<file path="src/rtl/ovp_pkg.sv">
package ovp_pkg;
    localparam logic [7:0] C_ZERO    = 8'd48;
    localparam logic [7:0] C_NEWLINE = 8'd10;
    localparam logic [7:0] C_LOW_V   = 8'h76;
    localparam logic [7:0] C_UP_V    = 8'h56;
    localparam logic [7:0] C_SPACE   = 8'h20;
    localparam logic [7:0] C_MINUS   = 8'h2d;
    localparam logic [7:0] C_POINT   = 8'h2e;
    localparam int         C_MAX_FRAC_DIGITS = 9;

    typedef enum logic { KIND_COMPONENT = 1'b0, KIND_SUMMARY = 1'b1 } t_kind;

    typedef struct packed {
        logic [7:0] text_byte;
        logic       end_of_file;
    } t_in_item;

    typedef struct packed {
        logic         kind;
        logic [23:0]  vertex_index;
        logic [1:0]   component_index;
        logic signed [31:0] value;
        logic [23:0]  vertex_count;
        logic         loaded_ok;
        logic         last;
    } t_out_item;

    // Work request from the front part to the converter
    typedef struct packed {
        logic        is_summary;
        logic        has_comp;
        logic        last_comp;
        logic [23:0] vertex_index;
        logic [1:0]  component_index;
        logic        neg;
        logic [31:0] ipart;
        logic [31:0] fpart;
        logic [3:0]  ndig;
        logic [23:0] vertex_count;
        logic        loaded_ok;
    } t_job;

    typedef enum logic [2:0] {
        ST_IDLE, ST_MUL, ST_DIV, ST_SUM, ST_OUT_C, ST_OUT_S
    } t_cvt_state;

    function automatic logic [29:0] pow10(input logic [3:0] n);
        unique case (n)
            4'd0: pow10 = 30'd1;
            4'd1: pow10 = 30'd10;
            4'd2: pow10 = 30'd100;
            4'd3: pow10 = 30'd1000;
            4'd4: pow10 = 30'd10000;
            4'd5: pow10 = 30'd100000;
            4'd6: pow10 = 30'd1000000;
            4'd7: pow10 = 30'd10000000;
            4'd8: pow10 = 30'd100000000;
            default: pow10 = 30'd1000000000;
        endcase
    endfunction
endpackage

</file>
<file path="src/rtl/ovp_front.sv">
// Line scanner: classifies bytes and accumulates one component
module ovp_front #(
    parameter int VERTEX_INDEX_BITS = 24
) (
    input  logic              i_clk,
    input  logic              i_rst_n,
    input  ovp_pkg::t_in_item i_item,
    input  logic              i_valid,
    output logic              o_ready,
    output ovp_pkg::t_job     o_job,
    output logic              o_job_valid,
    input  logic              i_job_full
);
    import ovp_pkg::*;

    localparam logic [VERTEX_INDEX_BITS-1:0] CMAX = '1;

    logic [1:0]  r_pos;
    logic        r_first_v, r_in_v, r_started, r_point, r_neg;
    logic [31:0] r_iacc, r_facc;
    logic [3:0]  r_fdig;
    logic [1:0]  r_next;
    logic [VERTEX_INDEX_BITS-1:0] r_cnt;
    // second job of an end-of-file byte waiting for queue space
    logic        r_hold;
    t_job        r_hold_job;

    logic [7:0]  b;
    logic        eof, acc, fin;
    logic [31:0] d;
    logic [VERTEX_INDEX_BITS-1:0] n_cnt, idx;
    t_job        comp_job, sum_job;

    assign b   = i_item.text_byte;
    assign eof = i_item.end_of_file;
    assign d   = {24'd0, b} - {24'd0, C_ZERO};
    assign o_ready = !r_hold && !i_job_full;
    assign acc = i_valid && o_ready;

    // count update on the second byte of a vertex line
    always_comb begin
        n_cnt = r_cnt;
        if (b != C_NEWLINE && r_pos == 2'd1 && r_first_v && b == C_SPACE && r_cnt != CMAX)
            n_cnt = r_cnt + 1'b1;
    end
    assign idx = (n_cnt != '0) ? n_cnt - 1'b1 : '0;

    // a component of a vertex line finishes on newline, on a space, or at end of file
    always_comb begin
        fin = 1'b0;
        if (b == C_NEWLINE) fin = r_in_v;
        else if (r_pos == 2'd2 && r_in_v && b == C_SPACE) fin = 1'b1;
        if (eof && r_in_v) fin = 1'b1;
    end

    logic        c_started, c_point, c_neg;
    logic [31:0] c_iacc, c_facc;
    logic [3:0]  c_fdig;
    // accumulate the current byte before an end-of-file finish
    always_comb begin
        c_started = r_started; c_point = r_point; c_neg = r_neg;
        c_iacc = r_iacc; c_facc = r_facc; c_fdig = r_fdig;
        if (b != C_NEWLINE && r_pos == 2'd2 && r_in_v && b != C_SPACE) begin
            c_started = 1'b1;
            if (b == C_MINUS) c_neg = 1'b1;
            else if (b == C_POINT) c_point = 1'b1;
            else if (r_point) begin
                if (r_fdig < 4'(C_MAX_FRAC_DIGITS)) begin
                    c_facc = r_facc * 32'd10 + d;
                    c_fdig = r_fdig + 1'b1;
                end
            end else c_iacc = r_iacc * 32'd10 + d;
        end
    end

    always_comb begin
        comp_job = '0;
        comp_job.has_comp = fin && c_started && r_next != 2'd3;
        comp_job.last_comp = !eof;
        comp_job.vertex_index = 24'(idx);
        comp_job.component_index = r_next;
        comp_job.neg = c_neg;
        comp_job.ipart = c_iacc;
        comp_job.fpart = c_facc;
        comp_job.ndig = c_fdig;
        sum_job = '0;
        sum_job.is_summary = 1'b1;
        sum_job.vertex_count = 24'(n_cnt);
        sum_job.loaded_ok = n_cnt != '0;
    end

    // push at most one job a cycle; a summary after a component waits in the hold register until the queue has room
    always_comb begin
        o_job = comp_job;
        o_job_valid = 1'b0;
        if (r_hold) begin
            o_job = r_hold_job; o_job_valid = 1'b1;
        end else if (acc) begin
            if (comp_job.has_comp) begin
                o_job = comp_job; o_job_valid = 1'b1;
            end else if (eof) begin
                o_job = sum_job; o_job_valid = 1'b1;
            end
        end
    end

    // line state registers
    always_ff @(posedge i_clk) begin
        if (!i_rst_n) begin
            r_pos <= '0; r_first_v <= 1'b0; r_in_v <= 1'b0; r_started <= 1'b0;
            r_point <= 1'b0; r_neg <= 1'b0; r_iacc <= '0; r_facc <= '0;
            r_fdig <= '0; r_next <= '0; r_cnt <= '0; r_hold <= 1'b0;
        end else begin
            if (r_hold && !i_job_full) r_hold <= 1'b0;
            if (acc) begin
                r_cnt <= n_cnt;
                if (eof && comp_job.has_comp) begin
                    r_hold <= 1'b1;
                    r_hold_job <= sum_job;
                end
                if (b == C_NEWLINE || eof) begin
                    r_pos <= '0; r_first_v <= 1'b0; r_in_v <= 1'b0; r_next <= '0;
                    r_started <= 1'b0; r_point <= 1'b0; r_neg <= 1'b0;
                    r_iacc <= '0; r_facc <= '0; r_fdig <= '0;
                end else if (r_pos == 2'd0) begin
                    r_first_v <= (b == C_LOW_V || b == C_UP_V);
                    r_pos <= 2'd1;
                end else if (r_pos == 2'd1) begin
                    if (r_first_v && b == C_SPACE) r_in_v <= 1'b1;
                    r_pos <= 2'd2;
                end else if (fin) begin
                    if (c_started && r_next != 2'd3) r_next <= r_next + 1'b1;
                    r_started <= 1'b0; r_point <= 1'b0; r_neg <= 1'b0;
                    r_iacc <= '0; r_facc <= '0; r_fdig <= '0;
                end else begin
                    r_started <= c_started; r_point <= c_point; r_neg <= c_neg;
                    r_iacc <= c_iacc; r_facc <= c_facc; r_fdig <= c_fdig;
                end
            end
        end
    end
endmodule

</file>
<file path="src/rtl/ovp_queue.sv">
// Two-entry job queue between scanner and converter
module ovp_queue (
    input  logic          i_clk,
    input  logic          i_rst_n,
    input  ovp_pkg::t_job i_job,
    input  logic          i_push,
    output logic          o_full,
    output ovp_pkg::t_job o_job,
    output logic          o_empty,
    input  logic          i_pop
);
    import ovp_pkg::*;

    t_job       r_mem [2];
    logic       r_wp, r_rp;
    logic [1:0] r_cnt;

    assign o_full  = r_cnt == 2'd2;
    assign o_empty = r_cnt == 2'd0;
    assign o_job   = r_mem[r_rp];

    // storage
    always_ff @(posedge i_clk) begin
        if (i_push && !o_full) r_mem[r_wp] <= i_job;
    end

    // pointers
    always_ff @(posedge i_clk) begin
        if (!i_rst_n) begin
            r_wp <= 1'b0; r_rp <= 1'b0; r_cnt <= '0;
        end else begin
            if (i_push && !o_full) r_wp <= !r_wp;
            if (i_pop && !o_empty) r_rp <= !r_rp;
            r_cnt <= r_cnt + 2'(i_push && !o_full) - 2'(i_pop && !o_empty);
        end
    end
endmodule

</file>
<file path="src/rtl/ovp_convert.sv">
// Fixed-point converter: scale, divide by 10^n bit-serially, add and saturate; summaries pass through
module ovp_convert #(
    parameter int FRACTION_BITS = 16
) (
    input  logic             i_clk,
    input  logic             i_rst_n,
    input  ovp_pkg::t_job    i_job,
    input  logic             i_empty,
    output logic             o_pop,
    output ovp_pkg::t_out_item o_item,
    output logic             o_empty,
    input  logic             i_pop
);
    import ovp_pkg::*;

    localparam int NW = 32 + FRACTION_BITS;
    localparam int CW = $clog2(NW + 1);

    t_cvt_state r_st, n_st;
    t_job       r_job;
    logic [NW-1:0] r_num;       // dividend, shifts out into quotient
    logic [30:0]   r_rem;
    logic [29:0]   r_div;
    logic [CW-1:0] r_bit;
    logic signed [63:0] r_ipart_s;
    t_out_item     r_out;
    logic          r_out_v;

    logic [31:0] mag;
    logic [30:0] rem_sh;
    logic signed [63:0] total, frac;

    assign mag = r_job.fpart[31] ? (~r_job.fpart + 1'b1) : r_job.fpart;
    assign rem_sh = {r_rem[29:0], r_num[NW-1]};
    assign frac = r_job.fpart[31] ? -$signed({16'd0, r_num}) : $signed({16'd0, r_num});
    assign total = r_job.neg ? -(r_ipart_s + frac) : (r_ipart_s + frac);

    assign o_pop   = r_st == ST_IDLE && !i_empty;
    assign o_item  = r_out;
    assign o_empty = !r_out_v;

    // sequencer
    always_comb begin
        n_st = r_st;
        unique case (r_st)
            ST_IDLE:  if (!i_empty) n_st = i_job.is_summary ? ST_OUT_S : ST_MUL;
            ST_MUL:   n_st = ST_DIV;
            ST_DIV:   if (r_bit == CW'(NW - 1)) n_st = ST_SUM;
            ST_SUM:   n_st = ST_OUT_C;
            ST_OUT_C: if (!r_out_v || i_pop) n_st = ST_IDLE;
            ST_OUT_S: if (!r_out_v || i_pop) n_st = ST_IDLE;
            default:  n_st = ST_IDLE;
        endcase
    end

    always_ff @(posedge i_clk) begin
        if (!i_rst_n) begin
            r_st <= ST_IDLE; r_out_v <= 1'b0;
        end else begin
            r_st <= n_st;
            if (i_pop && r_out_v) r_out_v <= 1'b0;
            if ((r_st == ST_OUT_C || r_st == ST_OUT_S) && (!r_out_v || i_pop))
                r_out_v <= 1'b1;
        end
    end

    // datapath
    always_ff @(posedge i_clk) begin
        unique case (r_st)
            ST_IDLE: if (!i_empty) r_job <= i_job;
            ST_MUL: begin
                // (mag << F) + p/2, then restoring division by p
                r_div <= pow10(r_job.ndig);
                r_num <= (NW'(mag) << FRACTION_BITS) + NW'(pow10(r_job.ndig) >> 1);
                r_rem <= '0;
                r_bit <= '0;
                r_ipart_s <= $signed({{32{r_job.ipart[31]}}, r_job.ipart}) <<< FRACTION_BITS;
            end
            ST_DIV: begin
                r_bit <= r_bit + 1'b1;
                if (rem_sh >= {1'b0, r_div}) begin
                    r_rem <= rem_sh - {1'b0, r_div};
                    r_num <= {r_num[NW-2:0], 1'b1};
                end else begin
                    r_rem <= rem_sh;
                    r_num <= {r_num[NW-2:0], 1'b0};
                end
            end
            ST_SUM: begin
                r_ipart_s <= total;
            end
            ST_OUT_C: if (!r_out_v || i_pop) begin
                r_out.kind <= KIND_COMPONENT;
                r_out.vertex_index <= r_job.vertex_index;
                r_out.component_index <= r_job.component_index;
                if (r_ipart_s > 64'sd2147483647) r_out.value <= 32'h7fffffff;
                else if (r_ipart_s < -64'sd2147483648) r_out.value <= 32'h80000000;
                else r_out.value <= r_ipart_s[31:0];
                r_out.vertex_count <= '0;
                r_out.loaded_ok <= 1'b0;
                r_out.last <= r_job.last_comp;
            end
            ST_OUT_S: if (!r_out_v || i_pop) begin
                r_out.kind <= KIND_SUMMARY;
                r_out.vertex_index <= '0;
                r_out.component_index <= '0;
                r_out.value <= '0;
                r_out.vertex_count <= r_job.vertex_count;
                r_out.loaded_ok <= r_job.loaded_ok;
                r_out.last <= 1'b1;
            end
            default: ;
        endcase
    end
endmodule

</file>
<file path="src/rtl/obj_vertex_text_parser.sv">
// Vertex text parser. Bytes are taken one per cycle while the scanner's job
// queue has room and no summary job is held; each component goes through the
// converter (setup, a bit-serial divide by 10^n over 32 + FRACTION_BITS steps,
// sum and output), so the converter sets the rate: once the two-entry job queue
// is full the input stalls. End of file yields one more summary result after
// any final component.
module obj_vertex_text_parser #(
    parameter int FRACTION_BITS = 16,
    parameter int VERTEX_INDEX_BITS = 24
) (
    input  logic                i_clk,
    input  logic                i_rst_n,
    input  ovp_pkg::t_in_item   i_item,
    input  logic                push,
    output logic                full,
    output ovp_pkg::t_out_item  o_item,
    output logic                empty,
    input  logic                pop
);
    import ovp_pkg::*;

    t_job q_in, q_out;
    logic q_push, q_full, q_empty, q_pop, rdy;

    assign full = !rdy;

    ovp_front #(.VERTEX_INDEX_BITS(VERTEX_INDEX_BITS)) u_front (
        .i_clk, .i_rst_n, .i_item, .i_valid(push), .o_ready(rdy),
        .o_job(q_in), .o_job_valid(q_push), .i_job_full(q_full)
    );

    ovp_queue u_queue (
        .i_clk, .i_rst_n, .i_job(q_in), .i_push(q_push), .o_full(q_full),
        .o_job(q_out), .o_empty(q_empty), .i_pop(q_pop)
    );

    ovp_convert #(.FRACTION_BITS(FRACTION_BITS)) u_cvt (
        .i_clk, .i_rst_n, .i_job(q_out), .i_empty(q_empty), .o_pop(q_pop),
        .o_item, .o_empty(empty), .i_pop(pop)
    );
endmodule

</file>
<file path="config.mk">
export PLATFORM = sky130hd
export DESIGN_NAME = obj_vertex_text_parser
export DESIGN_NICKNAME = d
export VERILOG_FILES = /design/src/rtl/ovp_pkg.sv /design/src/rtl/ovp_front.sv /design/src/rtl/ovp_queue.sv /design/src/rtl/ovp_convert.sv /design/src/rtl/obj_vertex_text_parser.sv
export SDC_FILE = /design/constraint.sdc
export NUM_CORES = 2
export LEC_CHECK = 0
export BUFFER_PORTS_ARGS = -buffer_cell sky130_fd_sc_hd__buf_2
export CAP_MARGIN = 20
export CORE_ASPECT_RATIO = 1.25
export CORE_MARGIN = 2
export CORE_UTILIZATION = 25
export DETAILED_ROUTE_END_ITERATION = 10
export PLACE_DENSITY = 0.44
export SYNTH_ARGS = -nofsm -noshare
export SYNTH_HDL_FRONTEND = slang
export SYNTH_SLANG_ARGS = --single-unit
</file>
<file path="constraint.sdc">
create_clock -name i_clk -period 16.9 [get_ports i_clk]
set_input_delay 1.69 -clock i_clk [delete_from_list [all_inputs] [get_ports i_clk]]
set_output_delay 1.69 -clock i_clk [all_outputs]
set_load 0.02 [all_outputs]
</file>
==> metrics.md <==
| Metric | Value |
|---|---|
| Fin. max-slew vios | `0` |
| Share of cells above drive strength 1 | `a little over a tenth` |
| Cell family with most CP delay | `simple AND/OR/NAND/NOR gates` |
| Initial antenna violation count | `12` |
| Yosys Warn Count | `0` |
| Nets | `between 5000 and 6000` |
| Sequential fraction of the synthesis area | `46.3%` |
| Pleak | `between 20 and 25 nW` |
| Total design power | `between 9 and 10 mW` |
| Slowest cell on the critical path | `or4_1` |
| Largest net degree at the start of global routing | `70` |
| # IOs | `100` |
| Post-Syn Area | `47600 um^2` |
| Most frequent cell on the critical path | `nand2b_1` |
| Synth area leaders | `edfxtp_1, ha_1, dfxtp_1` |
| Inst Count DP | `7170` |
| Hold WC Path Type | `flop to flop` |
| Die Area | `194000 um^2` |
| Number of global-route vias before repair | `between 30000 and 40000` |
| CTS H-tree depth | `3` |
| Pwr Density | `between 150 and 200 nW/um^2` |
| First-pass GRT wire length | `about 210 mm` |
| Post-synth top area cell | `edfxtp_1` |
| Worst hold stages | `2` |
| Final ANT Viol Nets | `0` |
| Worst skew pair latency | `0.68 ns` |
| Final setup vio count | `0` |
| Worst path bufs/invs | `2` |
| Reg clk slew, reported paths | `approximately 0.06 ns` |
| Worst Tran Pin Value | `1.06 ns` |
| Post-synth EDFFs | `about 650` |
| Worst Setup Start Kind | `flop` |
| GRT overflow | `0` |
| TritonCTS buffer count | `roughly 80` |
| Number of vias per cell | `roughly 4.7` |
| Proportion of netlist area held by the largest area contributor | `between 40% and 50%` |
| Worst endpoint data arrival time | `roughly 8.2 ns` |
| Buffers on Ports | `99` |
| Detailed Route Iter0 Violations | `between 1500 and 2000` |
| Unrepaired setup endpoints after global routing | `no` |
| Post-CTS Hold Buffers | `0` |
| Clock root buffer | `clkbuf_16` |
| CTS Buffer Depth | `3` |
| Cts repair resizes | `0` |
| Status | `complete, no violations` |
| R2R setup slack | `around 9 ns` |
| Drt drc | `0` |
| Max-Cap Viols | `0` |
| Postcts setup bufs | `0` |
| Cell variety after synth | `~100` |
| Area growth from synthesis to layout | `12.8%` |
| Worst Skew | `0.0299 ns` |
| Drt wl/cell | `~19 um` |
| Worst Reg-to-Reg Cells | `26` |
| RR Endpoint | `u_cvt.r_ipart_s[60]` |
| Worst hold path endpoint | `u_front.r_facc[31]` |
| Routed vias | `between 30000 and 40000` |
| Worst setup EP type | `flop` |
| Post-Syn Nets | `5013` |
| Mean Syn Cell Area | `between 10 and 15 um^2` |
| Pre-antenna DRT Iters | `5` |
| Fin crit share | `a little under half` |
| Syn Inst Count | `roughly 4700` |
| DP Wirelength | `~100 mm` |
| Ys async rst share | `0%` |
| Initial Utilization | `25.1%` |
| CTS tree | `built` |
| Register bit total from synthesis | `~800` |
| Slew HR | `29.1%` |
| CTS sink count | `between 700 and 800` |
| Reg2reg start | `u_cvt.r_num[0]` |
| Fin cells | `7324` |
| Most frequent cells after synthesis | `edfxtp_1, nand2_1, a21oi_1, nor2_1, ha_1` |
| CP required | `approximately 17 ns` |
| HP Start | `u_front.r_facc[31]` |
| Critical path class | `flop to flop` |
| Clock period minus worst slack | `roughly 8 ns` |
| Max incr delay on CP | `just over 0.7 ns` |
| GRT Util Overall | `between 10% and 20%` |
| Max IR drop VDD | `just over 0.09 mV` |
| Width of the die | `~400 um` |
| Height of the die | `roughly 490 um` |
| Count leader, synth | `edfxtp_1` |
| Primary FF master, synth | `edfxtp_1` |
| Gpl congestion | `between 0.8 and 0.9` |
| Crit Path Max Fanout | `11` |
| WL final | `136 mm` |
| Final hold vios | `0` |
| CORE AREA | `approximately 190000 um^2` |
| Setup_tns | `0 ns` |
| Cell row count | `approximately 180` |
| Max frequency | `128 MHz` |
-- how the worst max path moves through the flow --
stage | cells after the start | to | startpoint | slack, ns
after floorplan | 7 | flop | u_cvt.r_st[1] | 4.10
after global placement | 24 | u_cvt.r_ipart_s[60] | u_cvt.r_num[3] | 9.29
after detailed placement | 24 | u_cvt.r_ipart_s[60] | u_cvt.r_num[9] | 9.19
after CTS | 26 | u_cvt.r_ipart_s[60] | u_cvt.r_num[0] | 9.16
after global routing | 26 | u_cvt.r_ipart_s[60] | u_cvt.r_num[0] | 8.32
final | 26 | u_cvt.r_ipart_s[60] | u_cvt.r_num[0] | 9.11
-- power by group --
group	switching, mW	leakage [nW]	internal, mW
logic	3.02	11.9	1.70
clock network	0.799	1.34	1.06
registers	0.305	7.14	2.63
-- layout make-up --
cell class              count  area [um^2]
well taps                2534         3170
fillers                 19800       136000
multi-input cells        3571        24300
repair buffers            147          871
inverters                 140          526
flip-flops and latches    779        22100
diodes                      6         15.0
clock buffers              94         2170
clock inverters            53          556
-- per-stage QoR --
stage | utilization (%) | instance area (um^2) | hold slack (ns) | setup slack, ns
floorplan | - | 47600 | 0.437 | 4.10
detailed placement | 26.9 | 50900 | 0.457 | 9.19
global placement | 26.9 | 50900 | 0.449 | 9.29
finish | 28.3 | 53700 | 0.462 | 9.11
CTS | 28.3 | 53700 | 0.466 | 9.16
global route | 28.3 | 53700 | 0.500 | 8.32
-- worst min-delay path, stage by stage, from the launching register on --
cell and delay [ns]:
dfxtp_1 0.31, nand2_1 0.04, a21boi_0 0.06
-- per-layer routing --
layer,vias up,GRT usage (%),wire [um]
li1,17300,-,-
met1,16700,17.2,60900
met2,564,23.3,65300
met3,180,2.12,5470
met4,16,4.90,3920
met5,-,0,105
-- kinds of logic after synthesis --
logic type               Yosys count  share of synthesized area (%)
flip-flops                       779                           46.3
XOR/XNOR                         397                           7.32
multiplexers                     146                           3.41
adder cells (fa/ha/maj)          311                           8.28
buffers and inverters            339                           2.74
AO/OA/AOI/OAI                   1122                           15.2
AND/OR/NAND/NOR                 1595                           16.7
-- registers in the layout, indices dropped and copies added, names as in the netlist, 6 cells and up, named ones only --
| name | flops |
|---|---|
| u_cvt.r_bit | 6 |
| u_cvt.o_item | 85 |
| u_front.r_facc | 32 |
| u_cvt.r_rem | 30 |
| u_cvt.r_job | 121 |
| u_cvt.r_div | 23 |
| u_cvt.r_ipart_s | 64 |
| u_queue.r_mem | 244 |
| u_front.r_iacc | 32 |
| u_front.r_hold_job | 25 |
| u_front.r_cnt | 24 |
| u_cvt.r_num | 48 |
-- cells in the final DEF (no fill, tap or decap), types with 16 or more instances in the layout --
| cell type | count |
|---|---|
| o41ai_1 | 23 |
| nand3_1 | 110 |
| a211oi_1 | 37 |
| nor2b_1 | 120 |
| ha_1 | 304 |
| a21oi_1 | 349 |
| o21a_1 | 22 |
| buf_2 | 98 |
| nand4_1 | 52 |
| and3_1 | 66 |
| a21boi_0 | 19 |
| nor4_1 | 30 |
| o21ai_0 | 212 |
| a31oi_1 | 23 |
| o21bai_1 | 37 |
| nor2_1 | 343 |
| nor3_1 | 93 |
| o41a_1 | 17 |
| or4_1 | 20 |
| or2_2 | 29 |
| nand2_1 | 486 |
| o31ai_1 | 44 |
| inv_1 | 137 |
| mux2_2 | 128 |
| o21ai_1 | 31 |
| xor2_1 | 145 |
| nand2b_1 | 40 |
| mux2i_1 | 16 |
| or3_1 | 35 |
| a22oi_1 | 57 |
| buf_4 | 48 |
| and2_1 | 73 |
| edfxtp_1 | 646 |
| nor3b_1 | 20 |
| xnor2_1 | 251 |
| clkbuf_16 | 83 |
| dfxtp_1 | 132 |
| a21o_1 | 121 |
Note: power is estimated with default switching activity, not from simulation.
